===== src/sv/itbd_pkg.sv =====
// ----------------------------------------------------------------------------
// itbd_pkg
// Shared constants and helpers for the integer to base-digit text converter.
// ----------------------------------------------------------------------------
package itbd_pkg;

    localparam int VALUE_WIDTH_DEF = 32;
    localparam int DIGIT_W         = 6;
    localparam int STEP_BITS       = 4;

    localparam logic [DIGIT_W-1:0] RADIX_RESET   = 6'd10;
    localparam logic [DIGIT_W-1:0] RADIX_MIN     = 6'd2;
    localparam logic [DIGIT_W-1:0] RADIX_MAX     = 6'd36;
    localparam logic [DIGIT_W-1:0] DECIMAL_LIMIT = 6'd10;

    localparam logic [7:0] CHAR_ZERO  = 8'h30;
    localparam logic [7:0] CHAR_A     = 8'h61;
    localparam logic [7:0] CHAR_MINUS = 8'h2d;

    typedef enum logic [2:0] {
        S_IDLE,
        S_START,
        S_DIV,
        S_SIGN,
        S_READ,
        S_LOAD
    } t_state;

    function automatic logic [7:0] digit_char(input logic [DIGIT_W-1:0] d);
        logic [7:0] c;
        if (d >= DECIMAL_LIMIT) begin
            c = CHAR_A + 8'(d) - 8'(DECIMAL_LIMIT);
        end else begin
            c = CHAR_ZERO + 8'(d);
        end
        return c;
    endfunction

endpackage


===== src/sv/int_to_base_digits.sv =====
// ----------------------------------------------------------------------------
// int_to_base_digits
// Converts a signed integer to ASCII digits in a configured base, sign first,
// most significant digit first, is_last on the final character.
// ----------------------------------------------------------------------------
// each digit is one divider run, started in S_START and awaited in S_DIV,
//   the divider producing 4 quotient bits per cycle while it is busy;
// then the sign state and, per character, a digit store read and an output load
// one value is in flight at a time, its digits all using the shared divider;
//   input stalls until the last character is loaded
// reset: synchronous active low; radix returns to 10, digit store is not cleared
module int_to_base_digits #(
    parameter int VALUE_WIDTH = itbd_pkg::VALUE_WIDTH_DEF
) (
    input  logic                          i_clk,
    input  logic                          i_rst_n,
    input  logic                          i_cfg_valid,
    output logic                          o_cfg_ready,
    input  logic [itbd_pkg::DIGIT_W-1:0]  i_cfg_data,
    input  logic                          i_in_valid,
    output logic                          o_in_stall,
    input  logic signed [VALUE_WIDTH-1:0] i_value,
    output logic                          o_out_valid,
    input  logic                          i_out_stall,
    output logic [7:0]                    o_character,
    output logic                          o_is_last
);
    import itbd_pkg::*;

    localparam int AW = $clog2(VALUE_WIDTH);

    t_state             r_state;
    t_state             n_state;
    logic [DIGIT_W-1:0] r_radix;
    logic [DIGIT_W-1:0] r_rdx;
    logic [VALUE_WIDTH-1:0] r_mag;
    logic               r_neg;
    logic [AW-1:0]      r_cnt;
    logic               r_out_valid;
    logic [7:0]         r_char;
    logic               r_last;

    logic [VALUE_WIDTH-1:0] w_val;
    logic [VALUE_WIDTH-1:0] w_mag;
    logic [DIGIT_W-1:0]     w_rdx;
    logic                   w_out_free;
    logic                   w_div_start;
    logic                   w_div_busy;
    logic                   w_div_done;
    logic [VALUE_WIDTH-1:0] w_quo;
    logic [DIGIT_W-1:0]     w_rem;
    logic                   w_we;
    logic                   w_re;
    logic [DIGIT_W-1:0]     w_rdata;
    logic                   w_more;
    logic                   w_accept;

    assign w_val      = $unsigned(i_value);
    assign w_mag      = w_val[VALUE_WIDTH-1] ? (~w_val + 1'b1) : w_val;
    assign w_rdx      = (r_radix < RADIX_MIN) ? RADIX_MIN :
                        (r_radix > RADIX_MAX) ? RADIX_MAX : r_radix;
    assign w_out_free = !r_out_valid || !i_out_stall;
    assign w_accept   = i_in_valid && !o_in_stall;
    // another digit follows unless the quotient ran out or the store is full
    assign w_more     = (w_quo != '0) && (r_cnt != AW'(VALUE_WIDTH - 1));

    itbd_div #(
        .VALUE_WIDTH(VALUE_WIDTH)
    ) u_div (
        .i_clk      (i_clk),
        .i_rst_n    (i_rst_n),
        .i_start    (w_div_start),
        .i_dividend (r_mag),
        .i_divisor  (r_rdx),
        .o_busy     (w_div_busy),
        .o_done     (w_div_done),
        .o_quotient (w_quo),
        .o_remainder(w_rem)
    );

    itbd_ram #(
        .WIDTH(DIGIT_W),
        .DEPTH(VALUE_WIDTH)
    ) u_digit_store (
        .i_clk  (i_clk),
        .i_we   (w_we),
        .i_waddr(r_cnt),
        .i_wdata(w_rem),
        .i_re   (w_re),
        .i_raddr(r_cnt),
        .o_rdata(w_rdata)
    );

    // next state
    always_comb begin
        n_state = r_state;
        case (r_state)
            S_IDLE: begin
                if (i_in_valid) begin
                    n_state = S_START;
                end
            end
            S_START: begin
                n_state = S_DIV;
            end
            S_DIV: begin
                if (w_div_done) begin
                    n_state = w_more ? S_START : S_SIGN;
                end
            end
            S_SIGN: begin
                if (!r_neg || w_out_free) begin
                    n_state = S_READ;
                end
            end
            S_READ: begin
                n_state = S_LOAD;
            end
            S_LOAD: begin
                if (w_out_free) begin
                    n_state = (r_cnt == '0) ? S_IDLE : S_READ;
                end
            end
            default: begin
                n_state = S_IDLE;
            end
        endcase
    end

    // state outputs
    always_comb begin
        o_in_stall  = 1'b1;
        w_div_start = 1'b0;
        w_we        = 1'b0;
        w_re        = 1'b0;
        case (r_state)
            S_IDLE: begin
                o_in_stall = 1'b0;
            end
            S_START: begin
                w_div_start = 1'b1;
            end
            S_DIV: begin
                w_we = w_div_done;
            end
            S_READ: begin
                w_re = 1'b1;
            end
            default: begin
                o_in_stall = 1'b1;
            end
        endcase
    end

    always_ff @(posedge i_clk) begin
        if (!i_rst_n) begin
            r_state     <= S_IDLE;
            r_radix     <= RADIX_RESET;
            r_out_valid <= 1'b0;
            r_cnt       <= '0;
        end else begin
            r_state <= n_state;
            if (i_cfg_valid) begin
                r_radix <= i_cfg_data;
            end
            if (w_accept) begin
                r_cnt <= '0;
            end else if (r_state == S_DIV && w_div_done && w_more) begin
                r_cnt <= r_cnt + 1'b1;
            end else if (r_state == S_LOAD && w_out_free && r_cnt != '0) begin
                r_cnt <= r_cnt - 1'b1;
            end
            if ((r_state == S_SIGN && r_neg && w_out_free) ||
                (r_state == S_LOAD && w_out_free)) begin
                r_out_valid <= 1'b1;
            end else if (!i_out_stall) begin
                r_out_valid <= 1'b0;
            end
        end
    end

    always_ff @(posedge i_clk) begin
        if (w_accept) begin
            r_mag <= w_mag;
            r_neg <= w_val[VALUE_WIDTH-1];
            r_rdx <= w_rdx;
        end else if (r_state == S_DIV && w_div_done) begin
            r_mag <= w_quo;
        end
        if (r_state == S_SIGN && r_neg && w_out_free) begin
            r_char <= CHAR_MINUS;
            r_last <= 1'b0;
        end else if (r_state == S_LOAD && w_out_free) begin
            r_char <= digit_char(w_rdata);
            r_last <= (r_cnt == '0);
        end
    end

    assign o_cfg_ready = 1'b1;
    assign o_out_valid = r_out_valid;
    assign o_character = r_char;
    assign o_is_last   = r_last;

`ifndef SYNTHESIS
    // a new item never enters while the divider is still working
    a_no_accept_busy: assert property (@(posedge i_clk) disable iff (!i_rst_n)
        w_accept |-> !w_div_busy)
        else $error("item accepted while divider busy");

    // a finished division always moves the sequencer on
    a_div_done_moves: assert property (@(posedge i_clk) disable iff (!i_rst_n)
        (r_state == S_DIV && w_div_done) |=> (r_state == S_START || r_state == S_SIGN))
        else $error("sequencer stuck after division");

    // the sign character never closes a number
    a_minus_not_last: assert property (@(posedge i_clk) disable iff (!i_rst_n)
        (r_out_valid && r_last) |-> (r_char != CHAR_MINUS))
        else $error("minus sign flagged as last character");
`endif

endmodule


===== src/sv/itbd_ram.sv =====
// ----------------------------------------------------------------------------
// itbd_ram
// Generic single-write, single-read RAM with registered read data.
// ----------------------------------------------------------------------------
module itbd_ram #(
    parameter int WIDTH = 8,
    parameter int DEPTH = 32
) (
    input  logic                     i_clk,
    input  logic                     i_we,
    input  logic [$clog2(DEPTH)-1:0] i_waddr,
    input  logic [WIDTH-1:0]         i_wdata,
    input  logic                     i_re,
    input  logic [$clog2(DEPTH)-1:0] i_raddr,
    output logic [WIDTH-1:0]         o_rdata
);

    logic [WIDTH-1:0] r_mem [DEPTH];
    logic [WIDTH-1:0] r_rdata;

    always_ff @(posedge i_clk) begin
        if (i_we) begin
            r_mem[i_waddr] <= i_wdata;
        end
        if (i_re) begin
            r_rdata <= r_mem[i_raddr];
        end
    end

    assign o_rdata = r_rdata;

endmodule


===== src/sv/itbd_div.sv =====
// ----------------------------------------------------------------------------
// itbd_div
// Iterative divider of a wide unsigned value by a small radix, several
// quotient bits per cycle.
// ----------------------------------------------------------------------------
module itbd_div #(
    parameter int VALUE_WIDTH = itbd_pkg::VALUE_WIDTH_DEF
) (
    input  logic                         i_clk,
    input  logic                         i_rst_n,
    input  logic                         i_start,
    input  logic [VALUE_WIDTH-1:0]       i_dividend,
    input  logic [itbd_pkg::DIGIT_W-1:0] i_divisor,
    output logic                         o_busy,
    output logic                         o_done,
    output logic [VALUE_WIDTH-1:0]       o_quotient,
    output logic [itbd_pkg::DIGIT_W-1:0] o_remainder
);
    import itbd_pkg::*;

    localparam int STEPS = (VALUE_WIDTH + STEP_BITS - 1) / STEP_BITS;
    localparam int PADW  = STEPS * STEP_BITS;
    localparam int CW    = $clog2(STEPS + 1);

    logic               r_busy;
    logic               r_done;
    logic [CW-1:0]      r_cnt;
    logic [PADW-1:0]    r_num;
    logic [DIGIT_W-1:0] r_rem;
    logic [DIGIT_W-1:0] r_div;
    logic [PADW-1:0]    n_num;
    logic [DIGIT_W-1:0] n_rem;

    // remaining dividend shifts out at the top, quotient bits shift in below
    always_comb begin
        logic [DIGIT_W:0] t;
        n_num = r_num;
        n_rem = r_rem;
        for (int k = 0; k < STEP_BITS; k++) begin
            t     = {n_rem, n_num[PADW-1]};
            n_num = {n_num[PADW-2:0], 1'b0};
            if (t >= {1'b0, r_div}) begin
                n_rem    = DIGIT_W'(t - {1'b0, r_div});
                n_num[0] = 1'b1;
            end else begin
                n_rem = t[DIGIT_W-1:0];
            end
        end
    end

    always_ff @(posedge i_clk) begin
        if (!i_rst_n) begin
            r_busy <= 1'b0;
            r_done <= 1'b0;
            r_cnt  <= '0;
        end else begin
            r_done <= 1'b0;
            if (i_start) begin
                r_busy <= 1'b1;
                r_cnt  <= CW'(STEPS - 1);
            end else if (r_busy) begin
                if (r_cnt == '0) begin
                    r_busy <= 1'b0;
                    r_done <= 1'b1;
                end else begin
                    r_cnt <= r_cnt - 1'b1;
                end
            end
        end
    end

    always_ff @(posedge i_clk) begin
        if (i_start) begin
            r_num <= PADW'(i_dividend);
            r_rem <= '0;
            r_div <= i_divisor;
        end else if (r_busy) begin
            r_num <= n_num;
            r_rem <= n_rem;
        end
    end

    assign o_busy      = r_busy;
    assign o_done      = r_done;
    assign o_quotient  = r_num[VALUE_WIDTH-1:0];
    assign o_remainder = r_rem;

endmodule


===== config.mk =====
export PLATFORM = sky130hd
export DESIGN_NAME = int_to_base_digits
export DESIGN_NICKNAME = d
export VERILOG_FILES = /design/src/sv/itbd_pkg.sv /design/src/sv/int_to_base_digits.sv /design/src/sv/itbd_ram.sv /design/src/sv/itbd_div.sv
export SDC_FILE = /design/constraint.sdc
export NUM_CORES = 1
export LEC_CHECK = 0
export BUFFER_PORTS_ARGS = -buffer_cell sky130_fd_sc_hd__buf_2
export CAP_MARGIN = 20
export CORE_MARGIN = 5
export CORE_UTILIZATION = 35
export CTS_BUF_LIST = sky130_fd_sc_hd__clkbuf_8 sky130_fd_sc_hd__clkbuf_16
export CTS_CLUSTER_DIAMETER = 200
export DETAILED_ROUTE_END_ITERATION = 10
export GPL_ROUTABILITY_DRIVEN = 1
export PLACE_DENSITY = 0.5
export SETUP_SLACK_MARGIN = 0.15
export SLEW_MARGIN = 20
export SYNTH_ARGS = -nofsm -noshare
export SYNTH_HDL_FRONTEND = slang
export SYNTH_SLANG_ARGS = --single-unit

===== constraint.sdc =====
create_clock -name i_clk -period 7 [get_ports i_clk]
set_input_delay 0 -clock i_clk [delete_from_list [all_inputs] [get_ports i_clk]]
set_output_delay 0 -clock i_clk [all_outputs]
set_load 0.1 [all_outputs]

==> impl_metrics.csv <==
group,metric,value,unit
detailed_routing,ant_nets,0,
worst_setup_path,worstSetupPathType,"flip-flop to flip-flop",
detailed_routing,drcViolationCount,0,
synthesis,synth_compound_area_share,7.351,%
grt,first_global_vias,9309,
sta,finalHoldViolCount,0,
floorplanning,initial_utilization,35.30,%
detailed_routing,drt_iter0_markers,498,
synthesis,ys_types,67,
power_and_ir_drop,combPwrFrac,52.3,%
clock_network,path_clk_slew,0.06,ns
floorplanning,ios,55,
sta,rsz0062_at_grt,"true",
clock_network,cts_buffers,35,
synthesis,syn_avg_cell_area,13.28,µm²
cells_and_area,final_util,43.27,%
synthesis,synthFlopType,"edfxtp_1",
cells_and_area,final_nets,1336,
power_and_ir_drop,peakVddDrop,0.0006537,V
synthesis,synth_seq_cells,311,
power_and_ir_drop,pwr-share-seq,27.4,%
worst_setup_path,crit_path_end_kind,"flip-flop",
cells_and_area,drive_above_1_share,22.81,%
floorplanning,die_x,212.7,µm
clock_network,tritoncts,"done",
floorplanning,placementRows,74,
clock_network,clkLatencyLatePin,0.52,ns
synthesis,synthMuxAreaShare,9.448,%
clock_network,root_buffer,"clkbuf_16",
synthesis,seq_area_frac_synth,62.43,%
sta,timing.fmax,147.5,MHz
power_and_ir_drop,powerDensity,489.3,nW/µm²
outcome,status,"finished clean",
worst_setup_path,crit_slowest_cell,"or4_1",
synthesis,synth_nets,1166,
worst_setup_path,crit_required,7.38,ns
detailed_routing,wirelength,35430,µm
sta,period_minus_slack,6.779,ns
grt,grt-ovfl-total,0,
synthesis,synth_cells,1083,
job,maxCapViolCount,0,
detailed_routing,dr.pass1.iters,5,
power_and_ir_drop,power.share.clock,20.3,%
sta,setup_viol,0,
cells_and_area,antenna_cells,0,
detailed_routing,wl_per_cell,19.55,µm
clock_network,cts_max_path_buffers,3,
placed_design,portBuffers,53,
detailed_routing,num_vias,9212,
grt,antenna_found_initial,0,
sta,slew_viol_final,0,
hold_path,hold_path.class,"input port to flip-flop",
placed_design,dpl.hpwl,22280,µm
sta,slew-limit-headroom,37.33,%
cells_and_area,area_delta_synth_final,22.57,%
power_and_ir_drop,leakagePower,6.307,nW
power_and_ir_drop,switchingPower,0.002990,W
grt,grt_usage,15.12,%
clock_network,htreeDepth,2,
grt,grt_max_degree,73,
placed_design,placedCellCount,1653,
floorplanning,core,40740,µm²
power_and_ir_drop,power.total,0.008626,W
synthesis,yosys_warnings,0,
worst_setup_path,cp.arrival,7.16,ns
power_and_ir_drop,p_int,0.005636,W
sta,clock_skew,0.01785,ns
clock_network,cts.sinks,311,
synthesis,synthAdderAreaFrac,3.810,%
floorplanning,dieHeight,212.7,µm
power_and_ir_drop,switching_share,34.66,%
synthesis,syn_area,14380,µm²
synthesis,synth_edf_count,275,
detailed_routing,viasPerCell,5.084,
synthesis,synth_xor_area_share,3.288,%
sta,fin_crit_sh,96.84,%
cells_and_area,final_cell_count_no_fill,1812,
synthesis,synth_top_family_by_area,"simple AND/OR/NAND/NOR gates",
floorplanning,dieArea,45250,µm²
synthesis,synth-simple-area-share,11.30,%
worst_setup_path,cp-start-kind,"flip-flop",
grt,grt_pass1_wl,53070,µm
worst_setup_path,cp_max_fo,6,
sta,worst_pin_slew,0.9380,ns
worst_setup_path,max_stage_delay,0.41,ns
placed_design,gp_congestion,0.8115,
synthesis,async_flop_share,0,%
==> cell usage after synthesis (2+ instances only) <==
master    number  area (µm²)
o31a_1         2       17.52
o21ai_0       22       110.1
ha_1          35       437.9
a21oi_2        2       17.52
o31ai_1        6       45.04
edfxtp_1     275        8258
or4_1          4       30.03
nand3b_1       7       52.55
buf_6          3       33.78
nor4_1        16       100.1
or3_1          6       37.54
nor2b_1       23       143.9
nor2_1       108       405.4
and2_1         4       25.02
nand4_1       12       75.07
buf_4          3       22.52
o21a_1         5       37.54
clkbuf_1      34       127.6
xor2_1        33       289.0
a211oi_1       2       15.01
or3b_2         2       17.52
nor3_1         9       45.04
nand2b_1      10       62.56
o211ai_1       5       37.54
a21boi_0       4       30.03
a21o_1         8       60.06
mux4_2        48        1081
inv_1         33       123.9
or2_2          4       25.02
xnor2_1       21       183.9
dfxtp_1       36       720.7
or2_1          2       12.51
nor4b_1        2       17.52
nor3b_1        3       22.52
nand2_1      131       491.7
a22oi_1       12       90.09
fa_1           5       100.1
nand3_1        5       25.02
a21oi_1       69       345.3
buf_1          7       26.28
a31oi_1        9       56.30
o41ai_1        6       52.55
mux2i_1       21       210.2
mux2_2         6       67.56
==> kinds of logic after synthesis <==
logic type                 after synthesis
AOI/OAI and AO/OA                      167
xor gates and xnor gates                54
adders and majority gates               41
buffers and inverters                   81
DFF                                    311
muxes                                   75
other                                    1
and+or+nand+nor                        353
==> through the flow <==
stage	setup slack, ns	hold WS (ns)	setup TNS, ns	instance area (µm²)
floorplan	0.1569	0.09887	0	14470
global placement	0.09966	0.2132	0	15450
detailed placement	0.006045	0.2182	0	15450
CTS	0.1567	0.002366	0	17300
global route	-0.05442	0.007834	-0.2664	17630
finish	0.2210	0.01837	0	17630
==> worst paths after layout <==
| path | from | endpoint | slack [ns] | depth (start not counted) |
|---|---|---|---|---|
| max | u_div.r_div[4]$_DFFE_PP_ | u_div.o_remainder[1]$_SDFFE_PP0P_ | 0.22 | 35 |
| min | i_value[2] | r_mag[2]$_DFFE_PP_ | 0.02 | 3 |
| max reg2reg | u_div.r_div[4]$_DFFE_PP_ | u_div.o_remainder[1]$_SDFFE_PP0P_ | 0.22 | 35 |
| min reg2reg | r_rdx[5]$_SDFFCE_PP0P_ | u_div.r_div[5]$_DFFE_PP_ | 0.42 | 0 |
==> layer usage <==
metal | GRT usage (%) | up-vias | share of wire (%)
met2 | 26.25 | 172 | 51
met4 | 3.620 | 0 | 1.9
li1 | - | 4400 | -
met1 | 20.10 | 4589 | 44
met5 | 0 | - | 0
met3 | 2.321 | 51 | 3.2
==> critical path, delay by kind of cell, from the launching register on <==
family                   cells  cell delay, ns
AND/OR/NAND/NOR              9            1.50
adder cells (fa/ha/maj)      4            1.03
AO/OA/AOI/OAI               16            2.78
multiplexers                 2            0.45
buffers and inverters        4            0.54
flip-flops                   1            0.35
==> final cells by class <==
cell class / count / area, µm²
timing repair buffer: 180 / 1356
clock buffer: 40 / 955.9
clock inverter: 24 / 147.6
inverter: 34 / 127.6
tap: 532 / 665.6
sequential: 311 / 8997
multi-input combinational: 691 / 5378
fill: 3795 / 23110
==> state kept, by name (all words and copies together), names as in the netlist <==
name / cells
u_digit_store.r_mem: 192
r_mag: 32
u_div.o_quotient: 32
o_character: 8
r_radix: 6
r_rdx: 6
u_digit_store.o_rdata: 6
u_div.o_remainder: 6
u_div.r_div: 6
r_cnt: 5
u_div.r_cnt: 4
r_state: 3
o_is_last: 1
o_out_valid: 1
r_neg: 1
u_div.o_busy: 1
u_div.o_done: 1
==> cells in the final DEF (no fill, tap or decap), types with 22 or more instances in the layout <==
cell type | synthesis | routed
xor2_1 | 33 | 33
buf_4 | 3 | 73
nand2_1 | 131 | 129
nor2b_1 | 23 | 22
nor2_1 | 108 | 106
buf_2 | 0 | 53
mux4_2 | 48 | 48
ha_1 | 35 | 22
clkbuf_16 | 0 | 36
edfxtp_1 | 275 | 275
inv_1 | 33 | 39
a21oi_1 | 69 | 65
dfxtp_1 | 36 | 29
dlygate4sd3_1 | 0 | 52
==> power groups by stage <==
| stage | logic [W] | registers [W] | clock network, W |
|---|---|---|---|
| floorplan | 0.00211 | 0.00257 | 0 |
| global placement | 0.00298 | 0.00240 | 0 |
| detailed placement | 0.00301 | 0.00240 | 0 |
| CTS | 0.00376 | 0.00236 | 0.00180 |
| global route | 0.00479 | 0.00238 | 0.00187 |
| finish | 0.00451 | 0.00237 | 0.00175 |
==> what timing repair did <==
action | in CTS | in global routing
endpoints found under the hold margin | 48 | 0
hold buffers | 52 | 0
buffers inserted | 26 | 17
gates resized for setup | 3 | 38
pin swaps | 6 | 33
setup endpoints to repair | 7 | 7
(Power assumes the default switching activity.)
